==> src/sv/rihw_pkg.sv <==
package rihw_pkg;

  localparam int TABLE_DEPTH = 16;
  localparam int IDX_W       = $clog2(TABLE_DEPTH);
  localparam int CNT_W       = 5;
  localparam int WORD_W      = 32;

  // Request codes carried on the input tuser.
  typedef enum logic [2:0] {
    ACT_LOOKUP   = 3'd0,
    ACT_CAPACITY = 3'd1,
    ACT_REMEMBER = 3'd2,
    ACT_EXPIRE   = 3'd3,
    ACT_DUMP     = 3'd4
  } action_t;

  // Commands from the controller to the datapath.
  typedef struct packed {
    logic load;
    logic step;
    logic finish;
    logic restart;
  } cmd_t;

  // Status from the datapath to the controller.
  typedef struct packed {
    logic scan_end;
    logic out_free;
    logic more;
  } sts_t;

endpackage

==> src/sv/rihw_ctrl.sv <==
module rihw_ctrl (
  input  logic             clk,
  input  logic             rst_n,
  input  logic             in_tvalid,
  output logic             in_tready,
  input  rihw_pkg::sts_t   sts,
  output rihw_pkg::cmd_t   cmd
);

  typedef enum logic [1:0] {
    ST_IDLE = 2'b01,
    ST_SCAN = 2'b10
  } state_t;

  state_t state_r, state_nxt;

  // Next state and command decode.
  always_comb begin
    state_nxt = state_r;
    cmd       = '0;
    unique case (state_r)
      ST_IDLE: begin
        if (in_tvalid) begin
          cmd.load  = 1'b1;
          state_nxt = ST_SCAN;
        end
      end
      ST_SCAN: begin
        if (!sts.scan_end) begin
          cmd.step = 1'b1;
        end else if (sts.out_free) begin
          cmd.finish = 1'b1;
          if (sts.more) begin
            cmd.restart = 1'b1;
          end else begin
            state_nxt = ST_IDLE;
          end
        end
      end
      default: state_nxt = ST_IDLE;
    endcase
  end

  assign in_tready = (state_r == ST_IDLE);

  // State register.
  always_ff @(posedge clk) begin
    if (!rst_n) begin
      state_r <= ST_IDLE;
    end else begin
      state_r <= state_nxt;
    end
  end

endmodule

==> src/sv/rihw_dp.sv <==
module rihw_dp (
  input  logic                          clk,
  input  logic                          rst_n,
  input  logic [2:0]                    in_action,
  input  logic [rihw_pkg::WORD_W-1:0]   in_id,
  input  logic [rihw_pkg::WORD_W-1:0]   in_gen,
  input  logic [rihw_pkg::WORD_W-1:0]   in_tick,
  input  logic [rihw_pkg::CNT_W-1:0]    in_limit,
  input  rihw_pkg::cmd_t                cmd,
  output rihw_pkg::sts_t                sts,
  input  logic                          out_tready,
  output logic                          out_tvalid,
  output logic [135:0]                  out_tdata,
  output logic                          out_tlast
);

  localparam int W  = rihw_pkg::WORD_W;
  localparam int CW = rihw_pkg::CNT_W;
  localparam int IW = rihw_pkg::IDX_W;
  localparam logic [CW-1:0] DEPTH_C = CW'(rihw_pkg::TABLE_DEPTH);

  // Table storage, read at the scan index and, for a remember hit, at the hit index.
  logic [W-1:0] ids_r  [rihw_pkg::TABLE_DEPTH];
  logic [W-1:0] gens_r [rihw_pkg::TABLE_DEPTH];
  logic [W-1:0] ticks_r[rihw_pkg::TABLE_DEPTH];
  logic [CW-1:0] used_r;

  // Request registers.
  logic [2:0]    act_r;
  logic [W-1:0]  id_r, gen_r, tick_r;
  logic [CW-1:0] n_r, k_r;

  // Scan state.
  logic [CW-1:0] idx_r, kept_r;
  logic [W-1:0]  best_r;
  logic          hit_r;
  logic [IW-1:0] hit_idx_r;
  logic          cand_v_r, have_prev_r;
  logic [W-1:0]  cand_id_r, cand_gen_r, cand_tick_r, prev_id_r;

  // Output register.
  logic          out_valid_r, out_last_r;
  logic [135:0]  out_data_r;

  logic          is_dump;
  logic [CW-1:0] scan_lim, lim_sat, n_calc, new_used;
  logic [IW-1:0] ix;
  logic [W-1:0]  e_id, e_gen, e_tick;
  logic          id_match, eligible;
  logic [135:0]  res;

  assign is_dump  = (act_r == rihw_pkg::ACT_DUMP);
  assign scan_lim = is_dump ? n_r : used_r;
  assign ix       = idx_r[IW-1:0];
  assign e_id     = ids_r[ix];
  assign e_gen    = gens_r[ix];
  assign e_tick   = ticks_r[ix];
  assign id_match = (e_id == id_r);
  assign eligible = !have_prev_r || (e_id > prev_id_r);

  assign lim_sat = (in_limit > DEPTH_C) ? DEPTH_C : in_limit;
  assign n_calc  = (used_r < lim_sat) ? used_r : lim_sat;

  assign sts.scan_end = (idx_r == scan_lim);
  assign sts.out_free = !out_valid_r || out_tready;
  assign sts.more     = is_dump && (n_r != '0) && ((k_r + CW'(1)) != n_r);

  // Count after a remember request.
  assign new_used = (!hit_r && (used_r < DEPTH_C)) ? used_r + CW'(1) : used_r;

  // Result word for the request that is finishing.
  always_comb begin
    res = '0;
    unique case (act_r)
      rihw_pkg::ACT_LOOKUP: begin
        res[31:0]    = best_r;
        res[134:130] = used_r;
      end
      rihw_pkg::ACT_CAPACITY: begin
        res[32]      = (used_r < DEPTH_C) || hit_r;
        res[134:130] = used_r;
      end
      rihw_pkg::ACT_REMEMBER: res[134:130] = new_used;
      rihw_pkg::ACT_EXPIRE:   res[134:130] = kept_r;
      rihw_pkg::ACT_DUMP: begin
        if (n_r != '0) begin
          res[33]      = 1'b1;
          res[65:34]   = cand_id_r;
          res[97:66]   = cand_gen_r;
          res[129:98]  = cand_tick_r;
          res[134:130] = n_r;
        end
      end
      default: res[134:130] = used_r;
    endcase
  end

  // Control registers.
  always_ff @(posedge clk) begin
    if (!rst_n) begin
      used_r      <= '0;
      out_valid_r <= 1'b0;
      idx_r       <= '0;
      act_r       <= rihw_pkg::ACT_LOOKUP;
      kept_r      <= '0;
    end else begin
      if (cmd.finish) begin
        out_valid_r <= 1'b1;
      end else if (out_tready) begin
        out_valid_r <= 1'b0;
      end
      if (cmd.load || cmd.restart) begin
        idx_r <= '0;
      end else if (cmd.step) begin
        idx_r <= idx_r + CW'(1);
      end
      // Survivor count of an expire request.
      if (cmd.load) begin
        act_r  <= in_action;
        kept_r <= '0;
      end else if (cmd.step && (act_r == rihw_pkg::ACT_EXPIRE) && (e_tick >= tick_r)) begin
        kept_r <= kept_r + CW'(1);
      end
      if (cmd.finish) begin
        if (act_r == rihw_pkg::ACT_REMEMBER) begin
          used_r <= new_used;
        end else if (act_r == rihw_pkg::ACT_EXPIRE) begin
          used_r <= kept_r;
        end
      end
    end
  end

  // Payload registers and table writes.
  always_ff @(posedge clk) begin
    if (cmd.load) begin
      id_r        <= in_id;
      gen_r       <= in_gen;
      tick_r      <= in_tick;
      n_r         <= n_calc;
      k_r         <= '0;
      best_r      <= '0;
      hit_r       <= 1'b0;
      hit_idx_r   <= '0;
      cand_v_r    <= 1'b0;
      have_prev_r <= 1'b0;
    end
    if (cmd.step) begin
      unique case (act_r)
        rihw_pkg::ACT_LOOKUP: begin
          if (id_match && (e_gen > best_r)) best_r <= e_gen;
        end
        rihw_pkg::ACT_CAPACITY, rihw_pkg::ACT_REMEMBER: begin
          if (id_match) begin
            hit_r     <= 1'b1;
            hit_idx_r <= ix;
          end
        end
        rihw_pkg::ACT_EXPIRE: begin
          // Compact survivors in place; the write index never passes the read index.
          if (e_tick >= tick_r) begin
            ids_r[kept_r[IW-1:0]]   <= e_id;
            gens_r[kept_r[IW-1:0]]  <= e_gen;
            ticks_r[kept_r[IW-1:0]] <= e_tick;
          end
        end
        rihw_pkg::ACT_DUMP: begin
          // Smallest id above the one emitted last.
          if (eligible && (!cand_v_r || (e_id < cand_id_r))) begin
            cand_v_r    <= 1'b1;
            cand_id_r   <= e_id;
            cand_gen_r  <= e_gen;
            cand_tick_r <= e_tick;
          end
        end
        default: ;
      endcase
    end
    if (cmd.finish) begin
      out_data_r <= res;
      out_last_r <= !sts.more;
      if (act_r == rihw_pkg::ACT_REMEMBER) begin
        if (hit_r) begin
          if (gen_r > gens_r[hit_idx_r])   gens_r[hit_idx_r]  <= gen_r;
          if (tick_r > ticks_r[hit_idx_r]) ticks_r[hit_idx_r] <= tick_r;
        end else if (used_r < DEPTH_C) begin
          ids_r[used_r[IW-1:0]]   <= id_r;
          gens_r[used_r[IW-1:0]]  <= gen_r;
          ticks_r[used_r[IW-1:0]] <= tick_r;
        end
      end
    end
    if (cmd.restart) begin
      k_r         <= k_r + CW'(1);
      prev_id_r   <= cand_id_r;
      have_prev_r <= 1'b1;
      cand_v_r    <= 1'b0;
    end
  end

  assign out_tvalid = out_valid_r;
  assign out_tdata  = out_data_r;
  assign out_tlast  = out_last_r;

  a_used_bound: assert property (@(posedge clk) disable iff (!rst_n)
    used_r <= DEPTH_C) else $error("table count above depth");
  a_kept_bound: assert property (@(posedge clk) disable iff (!rst_n)
    kept_r <= idx_r || cmd.load || $past(cmd.load)) else $error("compaction overtook scan");
  a_finish_out: assert property (@(posedge clk) disable iff (!rst_n)
    cmd.finish |=> out_valid_r) else $error("finished request left no word");
  a_step_scan: assert property (@(posedge clk) disable iff (!rst_n)
    cmd.step |-> idx_r < scan_lim) else $error("scan ran past its bound");

endmodule

==> src/sv/retired_id_high_water_table_core.sv <==
// Channel | Direction | tdata / tuser / tlast
// in_     | input     | tdata: actor_id, generation, tick, dump_limit; tuser: action
// out_    | output    | tdata: result fields; tlast: last
//
// A request is loaded, then scans each stored entry in turn, then posts its word;
// a dump of n entries scans the first n slots n times.
// Reset clears the entry count and all handshake state; the table itself is not cleared.
// A stalled output holds the scan at its end until the word register frees.
module retired_id_high_water_table_core (
  input  logic         clk,
  input  logic         rst_n,
  input  logic         in_tvalid,
  output logic         in_tready,
  // [31:0] actor_id, [63:32] generation, [95:64] tick, [100:96] dump_limit
  input  logic [103:0] in_tdata,
  // [2:0] action
  input  logic [2:0]   in_tuser,
  output logic         out_tvalid,
  input  logic         out_tready,
  // [31:0] found_generation, [32] can_remember, [33] entry_valid, [65:34] entry_id,
  // [97:66] entry_generation, [129:98] entry_tick, [134:130] table_count
  output logic [135:0] out_tdata,
  output logic         out_tlast
);

  rihw_pkg::cmd_t cmd;
  rihw_pkg::sts_t sts;

  rihw_ctrl u_ctrl (
    .clk       (clk),
    .rst_n     (rst_n),
    .in_tvalid (in_tvalid),
    .in_tready (in_tready),
    .sts       (sts),
    .cmd       (cmd)
  );

  rihw_dp u_dp (
    .clk        (clk),
    .rst_n      (rst_n),
    .in_action  (in_tuser),
    .in_id      (in_tdata[31:0]),
    .in_gen     (in_tdata[63:32]),
    .in_tick    (in_tdata[95:64]),
    .in_limit   (in_tdata[100:96]),
    .cmd        (cmd),
    .sts        (sts),
    .out_tready (out_tready),
    .out_tvalid (out_tvalid),
    .out_tdata  (out_tdata),
    .out_tlast  (out_tlast)
  );

endmodule
==> config.mk <==
export PLATFORM = sky130hd
export DESIGN_NAME = retired_id_high_water_table_core
export DESIGN_NICKNAME = d
export VERILOG_FILES = /design/src/sv/rihw_pkg.sv /design/src/sv/rihw_ctrl.sv /design/src/sv/rihw_dp.sv /design/src/sv/retired_id_high_water_table_core.sv
export SDC_FILE = /design/constraint.sdc
export NUM_CORES = 2
export LEC_CHECK = 0
export ABC_AREA = 1
export BUFFER_PORTS_ARGS = -buffer_cell sky130_fd_sc_hd__buf_4
export CELL_PAD_IN_SITES_DETAIL_PLACEMENT = 0
export CELL_PAD_IN_SITES_GLOBAL_PLACEMENT = 1
export CORE_UTILIZATION = 30
export DETAILED_ROUTE_END_ITERATION = 7
export PLACE_DENSITY = 0.57
export RECOVER_POWER = 25
export SLEW_MARGIN = 40
export SYNTH_ARGS = -nofsm -noshare
export SYNTH_HDL_FRONTEND = slang
export SYNTH_HIERARCHICAL = 1
export SYNTH_SLANG_ARGS = --single-unit
==> constraint.sdc <==
create_clock -name clk -period 13.08 [get_ports clk]
set_input_delay 1.308 -clock clk [delete_from_list [all_inputs] [get_ports clk]]
set_output_delay 1.308 -clock clk [all_outputs]
set_load 0.01 [all_outputs]
==> impl_metrics.tcl <==
set metrics [dict create \
    fp.dieH_um 550 \
    worstMarginPinSlew_ns 4.16 \
    cp_max_fo 138 \
    worstPathCellList "inv_12, clkbuf_1, clkbuf_1, buf_12, o21ai_0, o22ai_1, o221ai_1, nand2_1, ha_1, nand2_1, nor4_2, nor4b_1, nand2_1, a31oi_4, nand3_1, buf_4, nand2_1, nand2_1" \
    via_count 67000 \
    startpoint_type "flop" \
    fin_tns_setup_ns 0 \
    netlist_area_mm2 0.0901 \
    crit_path_top_delay_cell "clkbuf_1" \
    p_sw_uw 2820 \
    drt_wl_total_um 315000 \
    regArea_mm2 0.0585 \
    clk_pin_slew_ns 0.06 \
    pwr-share-comb_pct 1.9 \
    rrSetupSlack_ns 2.62 \
    synth_top_area_cell "edfxtp_1" \
    seq_power_share_pct 52.4 \
    finish.instance_area_mm2 0.103 \
    grt_max_degree 184 \
    multi_input_area_mm2 0.0275 \
    initial_core_util_pct 30.3 \
    postCtsSetupBuffers 0 \
    ys_warn_count 6 \
    nNetsFinal 8724 \
    place.gp.congestion 0.810 \
    syn_inst 8318 \
    cp.arrival_ns 11.20 \
    post_drt_via_cell_ratio 5.34 \
    peakVddDrop_mv 0.101 \
    cts.sinks 1970 \
    ctsHoldBuffers 0 \
    numPlacedInstances 12100 \
    grt_pass1_vias 64800 \
    stdcell_count 12500 \
    ys_ff_latch 1970 \
    power.internal_uw 10400 \
    antenna_found_initial 11 \
    drive_gt1_share_pct 7.76 \
    critPathRequiredTime_ns 13.83 \
    power.leakage_uw 0.0359 \
    fin_ws_ns 2.62 \
    clk_latency_ns 0.93 \
    relSlewSlack_pct -178 \
    rr_endpoint "u_dp/best_r[13]" \
    ys_types 49 \
    period_share_pct 80.0 \
    ff2ff_path_depth 18 \
    switching_share_pct 21.3 \
    seq_area_frac_synth_pct 64.9 \
    core_mm2 0.298 \
    synth_top_area_share_pct 63.5 \
    hold_viol 0 \
    critical_path_class "flop to flop" \
    nFillCells 29500 \
    post_cts_resized 0 \
    max_stage_delay_ns 2.96 \
    synth_enable_flop_cells 1906 \
    placed_area_mm2 0.0970 \
    dieArea_mm2 0.303 \
    dp_hpwl_um 173000 \
    run_status "finished, violations left" \
    grt_setup_unrepaired "no" \
    synthArstFlopShare_pct 0 \
    drt_iter0_markers 6232 \
    rows 200 \
    min_path_type "flop to flop" \
    skew_ns 0.0843 \
    pin_count 250 \
    io_buffers 245 \
    drv_slew 541 \
    violations "max-capacitance violations, max-slew violations" \
    power_density_mw_per_mm2 128 \
    netlist_top_cells_area "edfxtp_1 (64%), o21ai_0 (10%), nor2_1 (5.0%), a21oi_1 (3.2%), ha_1 (2.8%)" \
    grt_pass1_wl_um 453000 \
    synth_flop_cell "edfxtp_1" \
    grt_overflow 0 \
    finalCriticalPeriod_ns 10.46 \
    antenna_left 0 \
    avgSynthCellArea_um2 10.8 \
    dr.pass1.iters 6 \
    cts-buffers-inserted 223 \
    max_freq_mhz 95.6 \
    cpMostUsedCell "nand2_1" \
    maxCapViolations 12 \
    worst_setup_path_end_kind "flop" \
    area_delta_synth_final_pct 14.8 \
    clock-root-buffer "clkbuf_16" \
    syn_nets 8628 \
    drc 0 \
    endpoint "u_dp/best_r[13]" \
    cts_tree "yes" \
    pre_cts_ws_ns 4.60 \
    clock_power_share_pct 45.7 \
    htree_levels 4 \
    grt_use_total_pct 20.2 \
    cts_buffer_depth 4 \
    detail_route.wl_per_cell_um 25.1 \
    setup_viol 0 \
    die_x_um 550 \
]
-- how the worst min path moves through the flow --
| stage | end | slack [ns] | depth (start not counted) | start |
|---|---|---|---|---|
| final | u_dp/prev_id_r[27] | 0.45 | 0 | u_dp/cand_id_r[27] |
| after global routing | u_dp/prev_id_r[29] | 0.46 | 0 | u_dp/cand_id_r[29] |
| after CTS | u_dp/prev_id_r[27] | 0.45 | 0 | u_dp/cand_id_r[27] |
| after detailed placement | u_dp/prev_id_r[27] | 0.43 | 0 | u_dp/cand_id_r[27] |
| after global placement | u_dp/prev_id_r[30] | 0.43 | 0 | u_dp/cand_id_r[30] |
| after floorplan | u_dp/have_prev_r | 0.42 | 2 | u_dp/have_prev_r |
-- cell type report --
type | instances | area share, %
clock buffers | 287 | 5.67
clock inverters | 120 | 0.998
diodes | 5 | 0.0121
multi-input cells | 5141 | 26.6
inverters | 623 | 2.32
well taps | 3939 | 4.76
repair buffers | 455 | 3.10
flip-flops and latches | 1970 | 56.6
-- metal layers --
layer	GRT usage [%]	part of all wire, %	up-vias
met5	0	0.0086	-
met4	5.72	2.8	4
met3	2.45	6.3	477
met2	32.8	46	2530
met1	28.4	45	33500
li1	-	-	30500
-- logic make-up after synthesis --
kind of cell	after synthesis	synth area share, %
flops	1970	64.9
compound gates	2958	18.1
xor+xnor	35	0.340
other cells	1	0.00416
simple gates	1948	8.58
fa+ha+maj	199	2.76
buf+inv	1207	5.27
-- power groups by stage --
| stage | combinational, uW | clock, uW | sequential [uW] |
|---|---|---|---|
| after floorplan | 132 | 0 | 7030 |
| after global placement | 258 | 0 | 7050 |
| after detailed placement | 262 | 0 | 7050 |
| after CTS | 264 | 6180 | 6920 |
| after global routing | 280 | 6400 | 6920 |
| final | 252 | 6030 | 6920 |
-- synthesized netlist by cell type, drive strengths merged, types with 2 or more instances --
library cell  number
a2111oi            2
a211oi             4
a21o               3
a21oi            570
a221oi             3
a31oi             38
buf              121
clkbuf           463
clkinv             5
dfxtp             64
edfxtp          1906
ha               199
inv              618
nand2            520
nand3            130
nand4             68
nor2            1200
nor3              15
nor3b              4
nor4               6
nor4b              2
o2111ai            4
o211ai            89
o21a               6
o21ai           1860
o221ai           274
o22ai            101
xnor2              2
xor2              33
-- flip-flops by register name, indices dropped and copies added (netlist names), 135 cells and up, named ones only --
register	flops
u_dp/gens_r	512
u_dp/ticks_r	512
u_dp/ids_r	512
u_dp/out_tdata	135
-- worst max-delay path, delay by kind of cell, from the launching register on --
kind            cells  cell delay, ns
buf+inv             5            5.92
simple gates        8            2.10
flops               1            1.21
compound gates      4            0.70
fa+ha+maj           1            0.19
-- cell usage in the layout (no fill, tap or decap), types with 20 or more instances in the layout --
cell          n
ha_1        199
o221ai_1    274
buf_6        26
o21ai_0    1841
clkbuf_4     79
xor2_1       33
clkinv_1     63
o22ai_1     101
dfxtp_1      57
nand3_1     130
buf_4       136
nand4_1      68
inv_1       609
buf_12       20
a21oi_1     569
clkinv_2     29
nor2_4       50
nor2_1     1150
edfxtp_1   1906
o211ai_1     89
clkbuf_16   224
clkbuf_1    247
nand2_1     520
a31oi_2      31
-- stage by stage --
stage | power, uW | utilization (%) | hold slack [ns]
floorplan | 7160 | - | 0.419
global placement | 7310 | 32.4 | 0.430
detailed placement | 7310 | 32.6 | 0.434
CTS | 13400 | 34.9 | 0.448
global route | 13600 | 34.7 | 0.458
finish | 13200 | 34.7 | 0.447
Power figures use the tool's default switching activity.
